**src/tfcp_pkg.sv**
```systemverilog
`timescale 1ns / 1ps
// ----------------------------------------------------------------------------
// tfcp_pkg: telemetry frame packer shared types and constants
// Request and frame byte structs, frame layout and crc-16 parameters.
// ----------------------------------------------------------------------------
package tfcp_pkg;

  localparam logic [7:0]  FrameFlag = 8'h93;
  localparam logic [15:0] CrcInit   = 16'hFFFF;
  localparam logic [15:0] CrcPoly   = 16'h1021;
  localparam int          BodyLen   = 24;
  localparam int          FrameLen  = 26;
  localparam int          IdxW      = $clog2(FrameLen);

  localparam logic [IdxW-1:0] CrcLoIdx = IdxW'(BodyLen);
  localparam logic [IdxW-1:0] LastIdx  = IdxW'(FrameLen - 1);

  typedef struct packed {
    logic        [7:0]  temperature_tenths;
    logic signed [15:0] accel_x;
    logic signed [15:0] accel_y;
    logic signed [15:0] accel_z;
    logic signed [15:0] rate_x;
    logic signed [15:0] rate_y;
    logic signed [15:0] rate_z;
    logic        [31:0] pressure;
    logic        [31:0] timestamp_ms;
  } rec_t;

  typedef struct packed {
    logic [7:0] frame_byte;
    logic       last_byte;
  } frm_t;

endpackage

```
**src/telemetry_frame_crc16_packer.sv**
```systemverilog
`timescale 1ns / 1ps
// ----------------------------------------------------------------------------
// telemetry_frame_crc16_packer: sensor record to 26-byte crc-framed stream
// Each request yields a frame of 26 bytes, one byte per output request.
// ----------------------------------------------------------------------------
// a taken request passes the holding register and serializer into the frm register
// throughput: one frame byte per cycle while frm_stall is low, set by the
//   byte serializer that walks the frame and folds each body byte into the crc
// a second request is held in a one-entry input register while a frame streams
// reset (rst, synchronous): sequence number to 0, all valid flags cleared
module telemetry_frame_crc16_packer import tfcp_pkg::*; (
  input  logic clk,
  input  logic rst,
  input  logic rec_valid,
  output logic rec_stall,
  input  rec_t rec,
  output logic frm_valid,
  input  logic frm_stall,
  output frm_t frm
);

  // one crc-16 byte update, msb first, eight shift steps
  function automatic logic [15:0] crc16_byte(input logic [15:0] crc_in,
                                             input logic [7:0]  data);
    logic [15:0] acc;
    acc = crc_in ^ {data, 8'h00};
    for (int b = 0; b < 8; b++) begin
      if (acc[15]) begin
        acc = {acc[14:0], 1'b0} ^ CrcPoly;
      end else begin
        acc = {acc[14:0], 1'b0};
      end
    end
    return acc;
  endfunction

  // input holding register
  logic pend_valid;
  rec_t pend;

  // frame currently being serialized
  logic            act_valid;
  rec_t            act_rec;
  logic [15:0]     act_seq;
  logic [IdxW-1:0] idx;
  logic [15:0]     crc;

  // running sequence count
  logic [15:0] seq;

  logic                       out_free;
  logic                       emit;
  logic                       act_done;
  logic                       load;
  logic [BodyLen-1:0][7:0]    body;
  logic [7:0]                 byte_sel;
  logic [15:0]                crc_next;

  // frame body layout, little-endian multi-byte fields
  always_comb begin
    body[0]  = FrameFlag;
    body[1]  = act_rec.temperature_tenths;
    body[2]  = act_rec.accel_x[7:0];
    body[3]  = act_rec.accel_x[15:8];
    body[4]  = act_rec.accel_y[7:0];
    body[5]  = act_rec.accel_y[15:8];
    body[6]  = act_rec.accel_z[7:0];
    body[7]  = act_rec.accel_z[15:8];
    body[8]  = act_rec.rate_x[7:0];
    body[9]  = act_rec.rate_x[15:8];
    body[10] = act_rec.rate_y[7:0];
    body[11] = act_rec.rate_y[15:8];
    body[12] = act_rec.rate_z[7:0];
    body[13] = act_rec.rate_z[15:8];
    body[14] = act_seq[7:0];
    body[15] = act_seq[15:8];
    body[16] = act_rec.timestamp_ms[7:0];
    body[17] = act_rec.timestamp_ms[15:8];
    body[18] = act_rec.timestamp_ms[23:16];
    body[19] = act_rec.timestamp_ms[31:24];
    body[20] = act_rec.pressure[7:0];
    body[21] = act_rec.pressure[15:8];
    body[22] = act_rec.pressure[23:16];
    body[23] = act_rec.pressure[31:24];
  end

  // pick the byte for this slot; crc trailer goes low byte first
  always_comb begin
    priority if (idx < CrcLoIdx) begin
      byte_sel = body[idx];
      crc_next = crc16_byte(crc, body[idx]);
    end else if (idx == CrcLoIdx) begin
      byte_sel = crc[7:0];
      crc_next = crc;
    end else begin
      byte_sel = crc[15:8];
      crc_next = crc;
    end
  end

  assign out_free  = !frm_valid || !frm_stall;
  assign emit      = act_valid && out_free;
  assign act_done  = emit && (idx == LastIdx);
  // next record moves in as soon as the serializer is free or on its last byte
  assign load      = pend_valid && (!act_valid || act_done);
  assign rec_stall = pend_valid;

  always_ff @(posedge clk) begin
    if (rst) begin
      pend_valid <= 1'b0;
      act_valid  <= 1'b0;
      frm_valid  <= 1'b0;
      seq        <= 16'h0000;
      idx        <= '0;
    end else begin
      // input holding register
      if (rec_valid && !rec_stall) begin
        pend_valid <= 1'b1;
        pend       <= rec;
      end else if (load) begin
        pend_valid <= 1'b0;
      end

      // serializer: load a new frame or step one byte
      if (load) begin
        act_valid <= 1'b1;
        act_rec   <= pend;
        act_seq   <= seq;
        seq       <= seq + 16'd1;
        idx       <= '0;
        crc       <= CrcInit;
      end else if (emit) begin
        idx <= idx + IdxW'(1);
        crc <= crc_next;
        if (act_done) begin
          act_valid <= 1'b0;
        end
      end

      // output register
      if (emit) begin
        frm_valid      <= 1'b1;
        frm.frame_byte <= byte_sel;
        frm.last_byte  <= (idx == LastIdx);
      end else if (out_free) begin
        frm_valid <= 1'b0;
      end
    end
  end

endmodule

```
**config.mk**
```make
export PLATFORM = sky130hd
export DESIGN_NAME = telemetry_frame_crc16_packer
export DESIGN_NICKNAME = d
export VERILOG_FILES = /design/src/tfcp_pkg.sv /design/src/telemetry_frame_crc16_packer.sv
export SDC_FILE = /design/constraint.sdc
export NUM_CORES = 1
export LEC_CHECK = 0
export BUFFER_PORTS_ARGS = -buffer_cell sky130_fd_sc_hd__buf_4
export CELL_PAD_IN_SITES_DETAIL_PLACEMENT = 1
export CELL_PAD_IN_SITES_GLOBAL_PLACEMENT = 1
export CORE_MARGIN = 8
export CORE_UTILIZATION = 41
export DETAILED_ROUTE_END_ITERATION = 8
export PLACE_DENSITY = 0.74
export SLEW_MARGIN = 10
export SYNTH_ARGS = -nofsm -noshare
export SYNTH_HDL_FRONTEND = slang
export SYNTH_SLANG_ARGS = --single-unit
```
**constraint.sdc**
```tcl
create_clock -name clk -period 30.5 [get_ports clk]
set_input_delay 6.1 -clock clk [delete_from_list [all_inputs] [get_ports clk]]
set_output_delay 6.1 -clock clk [all_outputs]
set_load 0.005 [all_outputs]
```
==> results of run 1 <==
[through the flow]
step                cells  setup slack (ns)    util  power (mW)  hold slack [ns]
floorplan             772             10.88       -      0.6948           0.4003
global placement     1391             20.14  0.4659      0.7186           0.4013
detailed placement   1391             19.95  0.4659      0.7236           0.4052
CTS                  1469             20.52  0.5029       1.210           0.4090
global route         1469             20.23  0.5029       1.236           0.4147
finish               1469             20.63  0.5029       1.196           0.4129
[registers in the layout, indices dropped and copies added, names as in the netlist]
name,count
act_valid,1
rec_stall,1
seq,16
act_seq,16
pend,168
crc,16
act_rec,168
frm_valid,1
idx,5
frm,9
[kinds of logic (layout without fill, tap and decap cells)]
family                   Yosys count  in the layout  synth area share
AO/OA/AOI/OAI                     74             74           0.03447
XOR/XNOR                          32             32           0.02281
adder cells (fa/ha/maj)            4              4          0.003404
buffers and inverters             39            275           0.01549
flip-flops                       401            401            0.8027
multiplexers                      84             84           0.07353
AND/OR/NAND/NOR                  138            138           0.04766
[cell usage in the layout (no fill, tap or decap), types with 6 or more instances in the layout]
cell,instances
dfxtp_1,22
a22oi_1,15
clkinv_1,14
nand3_1,20
clkbuf_1,9
nand4_1,8
edfxtp_1,377
clkinv_2,7
and3_1,6
a21oi_1,20
nand2b_1,6
nor2_1,28
clkbuf_16,45
buf_4,188
xor2_1,15
mux4_1,6
nor2b_1,6
o21ai_0,13
mux2i_1,63
xnor2_1,13
nand2_1,32
nor3_1,8
mux4_2,11
inv_1,8
[layer usage]
metal / wire [um] / vias up / track usage / part of all wire
met4: 1121 / 0 / 0.06025 / 0.034
li1: - / 3426 / - / -
met3: 1709 / 64 / 0.03463 / 0.052
met5: 0 / - / 0 / 0
met2: 16150 / 214 / 0.2608 / 0.49
met1: 13670 / 3714 / 0.1926 / 0.42
[power by group through the flow]
| stage | logic (mW) | registers, mW | clock network (mW) |
|---|---|---|---|
| 2_1_floorplan | 0.0412 | 0.654 | 0 |
| 3_5_place_dp | 0.0731 | 0.650 | 0 |
| 6_report | 0.0720 | 0.639 | 0.485 |
| 3_3_place_gp | 0.0701 | 0.648 | 0 |
| 5_1_grt | 0.0788 | 0.641 | 0.517 |
| 4_1_cts | 0.0735 | 0.639 | 0.498 |
[area by class of cell]
cell class                 count  area, sq um
multi-input combinational    332         2686
timing repair buffer         189         1431
clock buffer                  54         1160
sequential                   401        11810
inverter                       8        30.03
fill                        3286        17640
clock inverter                24        155.1
tap                          461        576.8
[Yosys cell counts, drive strengths merged (5+ instances only)]
cell,n
a21oi,20
a22o,5
a22oi,15
and2,5
and3,6
buf,19
clkbuf,12
dfxtp,24
edfxtp,377
inv,8
mux2i,63
mux4,17
nand2,32
nand2b,6
nand3,20
nand4,8
nor2,30
nor2b,6
nor3,8
o21ai,15
xnor2,13
xor2,15
[final timing paths]
path | from | to | slack (ns) | cells after the start
worst max-delay path | frm_stall | act_rec[101] | 20.63 | 7
worst min-delay path | pend[140] | act_rec[140] | 0.41 | 0
worst max register to register | idx[4] | act_rec[101] | 25.20 | 6
worst min register to register | pend[140] | act_rec[140] | 0.41 | 0
[critical path, delay by kind of cell]
family                 cells  cell delay (ns)
AO/OA/AOI/OAI              1             0.36
AND/OR/NAND/NOR            3             1.61
buffers and inverters      3             1.82
==> run metrics, run 1 <==
Num CTS Buffers=42; first-pass GRT wire length=between 40 and 50 mm; Pwr Density=about 67 nW/um^2; wire per inst=22.23 um; via count=7418; library cells used by synthesis=55; Hold Path Class=register to register; P&R area growth vs syn=21.38%; Initial Util=0.4144; TNS Setup=0 ns; Clock Path Buffers=3; GRT Residual Overflow=0; chip width=just over 200 um; Clock Root Buffer=clkbuf_16; maximum fanout along the worst path=89; Clock Power Share=0.406; number of synthesized flops with an enable pin=~380; number of port buffers=182; Worst Setup End Kind=register; post-cts resize count=0; area leader, netlist=edfxtp_1; Synthesis Warnings=0; Worst EP arrival=roughly 10 ns; max-cap violations=0; maximum VDD drop=approximately 36 uV; FP Rows=between 60 and 70; dominant cells by area after synthesis=edfxtp_1, mux2i_1, dfxtp_1; vias per cell=5.050; Largest stage delay, worst path=around 0.96 ns; share of the synthesized area in the top cell type=0.7700; Min Clock Period, post-route=9.875 ns; # Post-CTS Setup Buffers=0; Hold Buf Count CTS=0; Comb power frac=0.060; fmax=0.1013 GHz; worst-skew pair later-pin latency=approximately 0.54 ns; CP Data Required Time=30.63 ns; drt drc=0; NetSw=0.2472 mW; synthesized area per cell=~19 sq um; skew final=0.02109 ns; final setup fails=0; Slew Viols, Final=0; share of cells above drive strength 1=0.2659; largest net degree at the start of global routing=about 170; worst slew pin tran=1.343 ns; Nets=roughly 1200; Pleak=slightly above 6 nW; Seq/Total Area, Yosys=0.8027; syn nets=948; Seq pwr share=0.534; fin area=~18000 sq um; Tot GR Track Use=0.1547; clock slew at reported path FFs=approximately 0.06 ns; final hold vios=0; wirelength, routed=between 30 and 40 mm; FFs w/ async S/R, synth=0; Antenna Cells=0; crit-path cells=buf_4, and2_1, o41ai_2, nand2_1, nor2_4, buf_4, buf_4; Slew HR=0.1044; final RePlAce weighted congestion=about 0.78; drt pass-1 iters=4; H-tree depth=2; Die H=roughly 210 um; DP Wirelength=about 22 mm; cell with the largest stage delay on the worst path=buf_4; number of global-route vias before repair=~8400; post-placement cell area=between 15000 and 20000 sq um; Net Sw Frac=0.2067; Ports=183; RSZ-0062 raised after global routing=false; full die area=around 42000 sq um; antenna violations before repair=0; CTS Sinks=roughly 400; Iteration-0 DRC Markers=424; Post-DRT Antenna Nets=0; Internal Power=0.9487 mW; TritonCTS clock tree=built; outcome=finished clean; total core area=between 30000 and 40000 sq um; Post-synth top flop=edfxtp_1; most frequent CP cell=buf_4; fin crit share=0.3238; Syn Inst Count=772; Critical Path Source Type=primary input; Setup Crit Path Kind=primary input to register; #FFs+latches synth=401; post-synthesis cell area=roughly 15000 sq um
No activity file was read; power rests on OpenSTA's default activity.
==> run 2, diff against run 1 <==
==> constraint.sdc (replaced) <==
create_clock -name clk -period 10.3 [get_ports clk]
set_input_delay 2.06 -clock clk [delete_from_list [all_inputs] [get_ports clk]]
set_output_delay 2.06 -clock clk [all_outputs]
set_load 0.005 [all_outputs]
==> run metrics, run 2 (synthesis gave the netlist of run 1 again) <==
Slew Viols, Final=0 (unchanged); Setup Crit Path Kind=primary input to register; Levels on crit path=7 (unchanged); Slew HR=0.1770 (+0.07251); Num CTS Buffers=43 (+2.4%); Largest stage delay, worst path=0.72 ns (-0.24 ns); multi-input logic area=2693 sq um (+0.23%); chip width=205.4 um (unchanged); Pleak=6.084 nW (-0.13%); Die H=205.4 um (unchanged); FP Rows=69 (unchanged); Largest regs=act_rec: 168 flops, pend: 168 flops; Hold Path Class=register to register; drt drc=0 (unchanged); final setup fails=0 (unchanged); Pwr Density=198.2 nW/um^2 (+200%); final hold vios=0 (unchanged); RSZ-0062 raised after global routing=false; first-pass GRT wire length=49.22 mm (-0.22%); Iteration-0 DRC Markers=443 (+4.5%); clock slew at reported path FFs=0.06 ns (about the same); Ports=183 (unchanged); WP buf/inv=2 (-1); share of cells above drive strength 1=0.2666 (+0.0007276); # Post-CTS Setup Buffers=0 (unchanged); post-cts resize count=0 (unchanged); Initial Util=0.4144 (unchanged); antenna violations before repair=0 (unchanged); final core utilization=0.5031 (about the same); drt pass-1 iters=4 (unchanged); vias per cell=5.035 (-0.30%); DP Wirelength=22.22 mm (+0.26%); Top delay family on crit path=simple AND/OR/NAND/NOR gates; Clock Path Buffers=3 (unchanged); via count=7401 (-0.23%); largest net degree at the start of global routing=169 (unchanged); wire per inst=22.21 um (about the same); TNS Setup=0 ns (unchanged); Antenna Cells=0 (unchanged); Worst EP arrival=4.83 ns (-5.18 ns); hold_ws=0.4161 ns (+0.003220 ns); most frequent CP cell=buf_4; H-tree depth=2 (unchanged); crit-path cells=buf_4, and2_1, o41ai_2, nand2_1, nor2_4, buf_4, a21o_1; maximum fanout along the worst path=70 (-21%); worst-skew pair later-pin latency=0.54 ns (about the same); fmax=around 0.21 GHz; most frequent cells in the layout=edfxtp_1, buf_4, mux2i_1; maximum VDD drop=135.4 uV (+270%); CTS Sinks=401 (unchanged); GRT Residual Overflow=0 (unchanged); Post-DRT Antenna Nets=0 (unchanged); P&R area growth vs syn=21.40% (about the same); fin crit share=0.4521; full die area=42180 sq um (unchanged); Critical Path Source Type=primary input; worst slew pin tran=1.235 ns (-0.1088 ns); TritonCTS clock tree=built; wirelength, routed=32.66 mm (unchanged); Nets=1152 (+0.17%); final RePlAce weighted congestion=0.7641 (-1.8%); register area=11810 sq um (unchanged); number of global-route vias before repair=8372 (-0.50%); CP Data Required Time=10.47 ns (-20.16 ns); outcome=finished clean; Pwr Total=3.538 mW (+200%); skew final=0.01315 ns (-0.007933 ns); number of port buffers=182 (unchanged); Hold Buf Count CTS=0 (unchanged); Worst Reg2Reg Path Length in Cells=6 (unchanged); Worst Setup End Kind=register; Hold Crit Depth=0 (unchanged); commonest non-fill, non-tap cell in the layout=edfxtp_1; Tot GR Track Use=0.1553 (+0.0005968); Clock Root Buffer=clkbuf_16; Layout fillers=3287 (+0.030%); Min Clock Period, post-route=4.657 ns; total core area=35480 sq um (unchanged); max-cap violations=0 (unchanged); cell with the largest stage delay on the worst path=buf_4
## run 2: worst paths after layout
path	startpoint	end	slack, ns
max	frm_stall	crc[8]	5.64
min	pend[120]	act_rec[120]	0.42
max reg2reg	idx[4]	crc[8]	6.17
min reg2reg	pend[120]	act_rec[120]	0.42
## run 2: stage by stage
| step | setup WS (ns) | std cells | instance area (sq um) |
|---|---|---|---|
| finish | 5.644 | 1470 | 17850 |
| global route | 5.339 | 1470 | 17850 |
| CTS | 5.635 | 1470 | 17850 |
| detailed placement | 5.043 | 1392 | 16540 |
| global placement | 5.190 | 1392 | 16540 |
| floorplan | 0.7470 | 772 | 14710 |
## run 2: final cells by class
cell class | instances | share of cell area
inverters | 8 | 0.001682
repair buffers | 190 | 0.08061
flip-flops and latches | 401 | 0.6614
well taps | 461 | 0.03231
clock buffers | 57 | 0.06435
multi-input cells | 332 | 0.1508
clock inverters | 21 | 0.008762
## run 2: routing by layer
metal | vias up | track usage | part of all wire
met1 | 3722 | 0.1863 | 0.41
li1 | 3426 | - | -
met3 | 49 | 0.03904 | 0.053
met5 | - | 0 | 0
met4 | 0 | 0.05234 | 0.025
met2 | 204 | 0.2703 | 0.51
## run 2: where the power goes
part | leakage (nW) | switching, mW | internal, mW | total [mW]
registers | 3.68 | 0.0254 | 1.87 | 1.89
clock network | 0.630 | 0.600 | 0.834 | 1.43
logic | 1.77 | 0.112 | 0.101 | 0.212
